$ cat src/hdl/mbep_pkg.sv
// ----------------------------------------------------------------------------
// Masked bit extract packer package
// Shared types and constants for the front classifier, the queue and the
// packing back end.
// ----------------------------------------------------------------------------
package mbep_pkg;

  // Fixed field widths of the item and result transfers.
  localparam int MAX_WORD_BITS = 64;
  localparam int VALID_W       = 7;
  localparam int COUNT_W       = 32;

  // Default word width and queue depth handed to the top level.
  localparam int DEF_WORD_BITS   = 64;
  localparam int DEF_QUEUE_DEPTH = 4;

  // Extraction is done per byte lane in the front end.
  localparam int LANE_BITS  = 8;
  localparam int LANE_IDX_W = 3;
  localparam int LANE_CNT_W = 4;
  localparam int MAX_LANES  = MAX_WORD_BITS / LANE_BITS;

  typedef struct packed {
    logic [MAX_WORD_BITS-1:0] mask_word;
    logic [MAX_WORD_BITS-1:0] data_word;
    logic [VALID_W-1:0]       valid_bits;
    logic                     last;
  } item_t;

  typedef struct packed {
    logic [MAX_WORD_BITS-1:0] packed_word;
    logic [VALID_W-1:0]       word_bits;
    logic                     final_res;
    logic                     bad_bit;
    logic [COUNT_W-1:0]       extracted_count;
  } result_t;

  // Classified word as it travels from the front end to the back end.
  typedef struct packed {
    logic [MAX_LANES-1:0][LANE_BITS-1:0]  lane_ext;
    logic [MAX_LANES-1:0][LANE_CNT_W-1:0] lane_cnt;
    logic                                 bad;
    logic                                 last;
  } front_item_t;

endpackage

$ cat src/hdl/mbep_front.sv
// ----------------------------------------------------------------------------
// Masked bit extract packer front end
// Trims each word to its valid positions, checks for data bits outside the
// mask and extracts the masked data bits lane by lane.
// ----------------------------------------------------------------------------
module mbep_front
  import mbep_pkg::*;
#(
  parameter int WORD_BITS = DEF_WORD_BITS
) (
  input  item_t       item,
  output front_item_t cls
);

  localparam int NLANE = (WORD_BITS + LANE_BITS - 1) / LANE_BITS;
  localparam int PADW  = NLANE * LANE_BITS;

  logic [VALID_W-1:0]    vclip;
  logic [PADW-1:0]       mk;
  logic [PADW-1:0]       dt;
  logic [LANE_CNT_W-1:0] c;
  logic [LANE_BITS-1:0]  e;

  always_comb begin
    if (item.valid_bits > VALID_W'(WORD_BITS)) begin
      vclip = VALID_W'(WORD_BITS);
    end else begin
      vclip = item.valid_bits;
    end
  end

  // Positions beyond the word width or beyond the valid count are dropped.
  always_comb begin
    mk = '0;
    dt = '0;
    for (int i = 0; i < PADW; i++) begin
      if (i < WORD_BITS && VALID_W'(i) < vclip) begin
        mk[i] = item.mask_word[i];
        dt[i] = item.data_word[i];
      end
    end
  end

  always_comb begin
    cls      = '0;
    cls.bad  = |(dt & ~mk);
    cls.last = item.last;
    for (int j = 0; j < NLANE; j++) begin
      c = '0;
      e = '0;
      for (int b = 0; b < LANE_BITS; b++) begin
        if (mk[j*LANE_BITS+b]) begin
          e[c[LANE_IDX_W-1:0]] = dt[j*LANE_BITS+b];
          c = c + LANE_CNT_W'(1);
        end
      end
      cls.lane_ext[j] = e;
      cls.lane_cnt[j] = c;
    end
  end

endmodule

$ cat src/hdl/mbep_queue.sv
// ----------------------------------------------------------------------------
// Masked bit extract packer queue
// Short first-in first-out buffer between the front end and the back end.
// ----------------------------------------------------------------------------
module mbep_queue
  import mbep_pkg::*;
#(
  parameter int QUEUE_DEPTH = DEF_QUEUE_DEPTH
) (
  input  logic        clk,
  input  logic        rst,
  input  logic        push,
  input  front_item_t push_item,
  output logic        full,
  input  logic        pop,
  output logic        not_empty,
  output front_item_t head
);

  localparam int PTR_W = $clog2(QUEUE_DEPTH);
  localparam int CNT_W = $clog2(QUEUE_DEPTH + 1);

  front_item_t        entries [QUEUE_DEPTH];
  logic [PTR_W-1:0]   wr_ptr;
  logic [PTR_W-1:0]   rd_ptr;
  logic [CNT_W-1:0]   count;

  assign full      = (count == CNT_W'(QUEUE_DEPTH));
  assign not_empty = (count != '0);
  assign head      = entries[rd_ptr];

  always_ff @(posedge clk) begin
    if (push) begin
      entries[wr_ptr] <= push_item;
    end
  end

  always_ff @(posedge clk) begin
    if (rst) begin
      wr_ptr <= '0;
      rd_ptr <= '0;
      count  <= '0;
    end else begin
      if (push) begin
        wr_ptr <= (wr_ptr == PTR_W'(QUEUE_DEPTH - 1)) ? '0 : wr_ptr + PTR_W'(1);
      end
      if (pop) begin
        rd_ptr <= (rd_ptr == PTR_W'(QUEUE_DEPTH - 1)) ? '0 : rd_ptr + PTR_W'(1);
      end
      if (push && !pop) begin
        count <= count + CNT_W'(1);
      end else if (pop && !push) begin
        count <= count - CNT_W'(1);
      end
    end
  end

endmodule

$ cat src/hdl/mbep_back.sv
// ----------------------------------------------------------------------------
// Masked bit extract packer back end
// Merges the lane extracts into one run of bits, appends it to the pack
// buffer and emits full and flushed words through an output register.
// ----------------------------------------------------------------------------
module mbep_back
  import mbep_pkg::*;
#(
  parameter int WORD_BITS = DEF_WORD_BITS
) (
  input  logic        clk,
  input  logic        rst,
  input  front_item_t q_item,
  input  logic        q_valid,
  output logic        q_pop,
  output result_t     result,
  output logic        result_valid,
  input  logic        result_stall
);

  localparam int NLANE = (WORD_BITS + LANE_BITS - 1) / LANE_BITS;
  localparam int CW    = $clog2(WORD_BITS + 1);
  localparam int SW    = WORD_BITS + LANE_BITS;

  // Merge stage.
  logic [CW-1:0]        off;
  logic [SW-1:0]        acc;
  logic                 m_valid;
  logic [WORD_BITS-1:0] m_ext;
  logic [CW-1:0]        m_k;
  logic                 m_bad;
  logic                 m_last;
  logic                 m_load;
  logic                 m_take;

  // Pack stage.
  logic [WORD_BITS-1:0]   buffer;
  logic [CW-1:0]          fill;
  logic                   bad_seen;
  logic [COUNT_W-1:0]     total;
  logic                   pend_valid;
  result_t                pend;
  logic                   o_free;
  logic                   bad_next;
  logic [COUNT_W:0]       sum;
  logic [COUNT_W-1:0]     total_next;
  logic [2*WORD_BITS-1:0] wide;
  logic [WORD_BITS-1:0]   head;
  logic [CW:0]            bits_sum;
  logic                   full;
  logic [WORD_BITS-1:0]   buffer_next;
  logic [CW-1:0]          fill_next;
  result_t                full_res;
  result_t                flush_res;
  logic                   two;
  logic                   produce;

  // Each lane lands at the running count of the lanes below it.
  always_comb begin
    off = '0;
    acc = '0;
    for (int j = 0; j < NLANE; j++) begin
      acc = acc | (SW'(q_item.lane_ext[j]) << off);
      off = off + CW'(q_item.lane_cnt[j]);
    end
  end

  assign o_free = !result_valid || !result_stall;
  assign m_take = m_valid && !pend_valid && o_free;
  assign m_load = !m_valid || m_take;
  assign q_pop  = q_valid && m_load;

  always_ff @(posedge clk) begin
    if (rst) begin
      m_valid <= 1'b0;
    end else if (m_load) begin
      m_valid <= q_valid;
    end
  end

  always_ff @(posedge clk) begin
    if (q_pop) begin
      m_ext  <= acc[WORD_BITS-1:0];
      m_k    <= off;
      m_bad  <= q_item.bad;
      m_last <= q_item.last;
    end
  end

  always_comb begin
    bad_next   = bad_seen | m_bad;
    sum        = {1'b0, total} + (COUNT_W+1)'(m_k);
    total_next = sum[COUNT_W] ? '1 : sum[COUNT_W-1:0];

    wide     = {{WORD_BITS{1'b0}}, m_ext} << fill;
    head     = buffer | wide[WORD_BITS-1:0];
    bits_sum = (CW+1)'(fill) + (CW+1)'(m_k);
    full     = (bits_sum >= (CW+1)'(WORD_BITS));

    if (full) begin
      buffer_next = wide[2*WORD_BITS-1:WORD_BITS];
      fill_next   = CW'(bits_sum - (CW+1)'(WORD_BITS));
    end else begin
      buffer_next = head;
      fill_next   = CW'(bits_sum);
    end

    full_res.packed_word     = MAX_WORD_BITS'(head);
    full_res.word_bits       = VALID_W'(WORD_BITS);
    full_res.final_res       = m_last && (fill_next == '0);
    full_res.bad_bit         = bad_next;
    full_res.extracted_count = total_next;

    flush_res.packed_word     = MAX_WORD_BITS'(buffer_next);
    flush_res.word_bits       = VALID_W'(fill_next);
    flush_res.final_res       = 1'b1;
    flush_res.bad_bit         = bad_next;
    flush_res.extracted_count = total_next;

    produce = full || m_last;
    two     = full && m_last && (fill_next != '0);
  end

  always_ff @(posedge clk) begin
    if (rst) begin
      result_valid <= 1'b0;
      pend_valid   <= 1'b0;
      buffer       <= '0;
      fill         <= '0;
      bad_seen     <= 1'b0;
      total        <= '0;
    end else begin
      if (pend_valid) begin
        if (o_free) begin
          result       <= pend;
          result_valid <= 1'b1;
          pend_valid   <= 1'b0;
        end
      end else if (m_take) begin
        result_valid <= produce;
        result       <= full ? full_res : flush_res;
        pend_valid   <= two;
        pend         <= flush_res;
        if (m_last) begin
          buffer   <= '0;
          fill     <= '0;
          bad_seen <= 1'b0;
          total    <= '0;
        end else begin
          buffer   <= buffer_next;
          fill     <= fill_next;
          bad_seen <= bad_next;
          total    <= total_next;
        end
      end else if (o_free) begin
        result_valid <= 1'b0;
      end
    end
  end

endmodule

$ cat src/hdl/masked_bit_extract_packer.sv
// A result passes through the queue, the merge register and the output register in turn.
// Throughput: one word per cycle while the output is not stalled; a word that yields a full
// word and a flush sends two results, and the four-entry queue absorbs that and output stalls.
// Reset clears the queue, the merge stage, the output register and all packing state, so the
// block comes out of reset with an empty buffer, a clear error flag and a zero count.
// ----------------------------------------------------------------------------
// Masked bit extract packer
// Streaming parallel bit extract: the data bits under each set mask bit are
// packed into a continuous output stream of words.
// ----------------------------------------------------------------------------
module masked_bit_extract_packer
  import mbep_pkg::*;
#(
  parameter int WORD_BITS   = DEF_WORD_BITS,
  parameter int QUEUE_DEPTH = DEF_QUEUE_DEPTH
) (
  input  logic    clk,
  input  logic    rst,
  input  logic    item_valid,
  output logic    item_stall,
  input  item_t   item,
  output logic    result_valid,
  input  logic    result_stall,
  output result_t result
);

  // The front end is purely combinational: every word that arrives is
  // trimmed, checked and split into per-byte extracts, and the classified
  // word is written straight into the queue. The input is therefore only
  // stalled when the queue is full.
  front_item_t cls;
  front_item_t q_head;
  logic        q_full;
  logic        q_valid;
  logic        q_pop;
  logic        q_push;

  mbep_front #(
    .WORD_BITS(WORD_BITS)
  ) u_front (
    .item(item),
    .cls (cls)
  );

  assign item_stall = q_full;
  assign q_push     = item_valid && !q_full;

  // The queue lets the back end stall on a busy output without holding off
  // transfers on the input side until it has filled.
  mbep_queue #(
    .QUEUE_DEPTH(QUEUE_DEPTH)
  ) u_queue (
    .clk      (clk),
    .rst      (rst),
    .push     (q_push),
    .push_item(cls),
    .full     (q_full),
    .pop      (q_pop),
    .not_empty(q_valid),
    .head     (q_head)
  );

  // The back end merges the lane extracts in one register stage, then
  // appends them to the pack buffer. A word that fills the buffer and also
  // ends the string leaves its flush result in a holding register that is
  // sent in the following transfer.
  mbep_back #(
    .WORD_BITS(WORD_BITS)
  ) u_back (
    .clk         (clk),
    .rst         (rst),
    .q_item      (q_head),
    .q_valid     (q_valid),
    .q_pop       (q_pop),
    .result      (result),
    .result_valid(result_valid),
    .result_stall(result_stall)
  );

endmodule

$ cat config.mk
export PLATFORM = sky130hd
export DESIGN_NAME = masked_bit_extract_packer
export DESIGN_NICKNAME = d
export VERILOG_FILES = /design/src/hdl/mbep_pkg.sv /design/src/hdl/mbep_front.sv /design/src/hdl/mbep_queue.sv /design/src/hdl/mbep_back.sv /design/src/hdl/masked_bit_extract_packer.sv
export SDC_FILE = /design/constraint.sdc
export NUM_CORES = 2
export LEC_CHECK = 0
export ABC_AREA = 1
export BUFFER_PORTS_ARGS = -buffer_cell sky130_fd_sc_hd__buf_2
export CAP_MARGIN = 20
export CORE_ASPECT_RATIO = 0.8
export CORE_UTILIZATION = 55
export DETAILED_ROUTE_END_ITERATION = 16
export HOLD_SLACK_MARGIN = 0.15
export PLACE_DENSITY_LB_ADDON = 0.15
export SYNTH_ARGS = -nofsm -noshare
export SYNTH_HDL_FRONTEND = slang
export SYNTH_SLANG_ARGS = --single-unit
$ cat constraint.sdc
create_clock -name clk -period 12.9 [get_ports clk]
set_input_delay 1.29 -clock clk [delete_from_list [all_inputs] [get_ports clk]]
set_output_delay 1.29 -clock clk [all_outputs]
set_load 0.03 [all_outputs]
==> flow_summary.json <==
{
  "synth_seq_cells": 790,
  "grt_use_total": 0.3812,
  "grt_overflow": 0,
  "routedWlPerCell_um": 21.04,
  "postRouteWirelength_mm": 205.2,
  "post-route-period-util": 0.8452,
  "maxCapViolCount": 0,
  "layout_common_cells": "2735 x nand2_1, 1319 x nand3_1, 713 x nor2_1",
  "antenna_found_initial": 7,
  "portBuffers": 246,
  "die_h_um": 291.0,
  "stdcell_area_um2": 61930,
  "synth_cells": 8281,
  "cpMaxStageDelayCell": "dfxtp_4",
  "slew_headroom": 0.1331,
  "die_x_um": 363.3,
  "cp-start-kind": "flip-flop",
  "avgSynthCellArea_um2": 6.935,
  "post-cts-setup-buffers": 0,
  "syn_to_final_growth_pct": 7.827,
  "gp_congestion": 1.029,
  "critPathMaxFanout": 83,
  "worst-endpoint-arrival_ns": 11.30,
  "grt_pass1_wl_mm": 313.1,
  "design.die.area_um2": 105700,
  "setup-violations-final": 0,
  "fmax_mhz": 91.72,
  "ant_nets": 0,
  "cts_root_buffer": "clkbuf_16",
  "yosys_warnings": 0,
  "syn-cell-area_um2": 57430,
  "hold_class": "flip-flop to flip-flop",
  "clk_path_buf_depth": 3,
  "nNetsFinal": 8559,
  "post_dp_cell_area_um2": 59340,
  "utilization": 0.6013,
  "drive_gt1_frac": 0.09212,
  "drv_slew": 0,
  "seq_area_um2": 22580,
  "synth_edf_count": 674,
  "status": "finished clean",
  "finalHoldViolCount": 0,
  "cp.required_ns": 13.29,
  "drt_iter0_drc": 7978,
  "crit_type": "flip-flop to flip-flop",
  "multi_input_area_um2": 30850,
  "rows": 105,
  "clkSlewWorstSetupHoldPaths_ns": 0.06,
  "grt_pass1_vias": 52320,
  "tightest_slew_ns": 1.287,
  "cp_slowest_stage_delay_ns": 0.89,
  "drc": 0,
  "cts.hold.buffers_added": 0,
  "via_per_inst": 6.036,
  "core_um2": 103000,
  "synth_nets": 8544,
  "grt_start_max_net_pins": 88,
  "finalWorstPathRequiredPeriod_ns": 10.90,
  "dp_slack_ns": 2.160,
  "route.vias.total": 58870,
  "drt_pass1_iterations": 7,
  "rsz0062_at_grt": "no",
  "start_util": 0.5576,
  "final_common_cell": "nand2_1",
  "yosysSeqAreaShare": 0.3928,
  "worst_slack_ns": 1.997,
  "yosys_most_used_dff": "edfxtp_1",
  "ios": 247,
  "h-tree-depth": 3,
  "n_fill_cell": 9704,
  "end_kind": "flip-flop",
  "synthArstFlopShare": 0,
  "timing.setup.tns_ns": 0,
  "hpwl_mm": 152.3,
  "cts_tree": "done",
  "cts_buffers": 78,
  "synth_cell_types": 69,
  "cts.repair.resized": 0,
  "skew_ns": 0.03318,
  "cts_sinks": 790,
  "insertion_delay_ns": 0.67
}
## metrics by stage
stage          hold WS (ns)  std cells
5_1_grt              0.4828       9750
4_1_cts              0.4616       9748
6_report             0.4609       9754
3_3_place_gp         0.4481       9604
3_5_place_dp         0.4520       9605
2_1_floorplan        0.4419       8281
## sequential cells by signal, summed over array words and instances, names as in the netlist, 2 cells and up, named ones only
signal and flops:
u_queue.entries 392, u_back.result 105, u_back.pend 104, u_back.buffer 64
u_back.m_ext 64, u_back.total 32, u_back.fill 7, u_back.m_k 7
u_queue.count 3, u_queue.rd_ptr 2, u_queue.wr_ptr 2
## layout make-up
class	instances	area share
flip-flops and latches	790	0.3645
clock inverters	37	0.006122
clock buffers	106	0.03487
multi-input cells	6465	0.4982
inverters	654	0.03994
repair buffers	307	0.02802
well taps	1391	0.02810
diodes	4	0.0001616
## path summary, 6_finish.rpt
path | startpoint | end | slack (ns) | depth (start not counted)
worst min-delay path | u_back.buffer[1] | u_back.buffer[1] | 0.46 | 2
worst max register to register | flip-flop | u_back.m_k[6] | 2.00 | 28
worst max-delay path | flip-flop | u_back.m_k[6] | 2.00 | 28
worst min register to register | u_back.buffer[1] | u_back.buffer[1] | 0.46 | 2
## metal layers
metal | wire [µm] | GRT usage | part of all wire
met2 | 85600 | 0.5578 | 0.42
met1 | 89490 | 0.5625 | 0.44
met5 | 40 | 0 | 0.00019
met3 | 22780 | 0.07570 | 0.11
met4 | 7291 | 0.1204 | 0.036
## cell families after synthesis
logic type      count (synthesis)  synth area share
simple gates                 5272            0.3987
compound gates               1026            0.1012
buf+inv                      1026           0.07128
flops                         790            0.3928
fa+ha+maj                     123           0.02915
xor+xnor                       38          0.005795
mux                             6          0.001046
## synth_stat cells (27+ instances only)
| cell | instances | area [µm²] |
|---|---|---|
| nand4_1 | 133 | 832.1 |
| edfxtp_1 | 674 | 20240 |
| clkbuf_1 | 242 | 908.4 |
| inv_2 | 58 | 217.7 |
| inv_1 | 565 | 2121 |
| buf_1 | 46 | 172.7 |
| o22ai_1 | 54 | 337.8 |
| a21oi_1 | 215 | 1076 |
| nor2_1 | 725 | 2721 |
| o21a_1 | 29 | 217.7 |
| a31oi_1 | 64 | 400.4 |
| nand3_1 | 1319 | 6601 |
| ha_1 | 105 | 1314 |
| o21ai_0 | 522 | 2613 |
| o211ai_1 | 33 | 247.7 |
| dfxtp_1 | 116 | 2322 |
| nor2_2 | 41 | 256.5 |
| nand2_2 | 79 | 494.2 |
| nand2_1 | 2738 | 10280 |
| buf_2 | 57 | 285.3 |
| clkinv_1 | 27 | 101.4 |
| nor3_1 | 60 | 300.3 |
| or2_2 | 66 | 412.9 |
## worst max-delay path: cells and delay by family (launching register included)
| kind | cells | cell delay [ns] |
|---|---|---|
| fa+ha+maj | 8 | 3.66 |
| xor+xnor | 5 | 2.83 |
| simple gates | 10 | 1.63 |
| buf+inv | 3 | 1.10 |
| flops | 1 | 0.89 |
| compound gates | 2 | 0.43 |
Power is left out: the tool's default activity adds up to more than one toggle a clock period on the data nets, which glitch-free logic cannot reach.
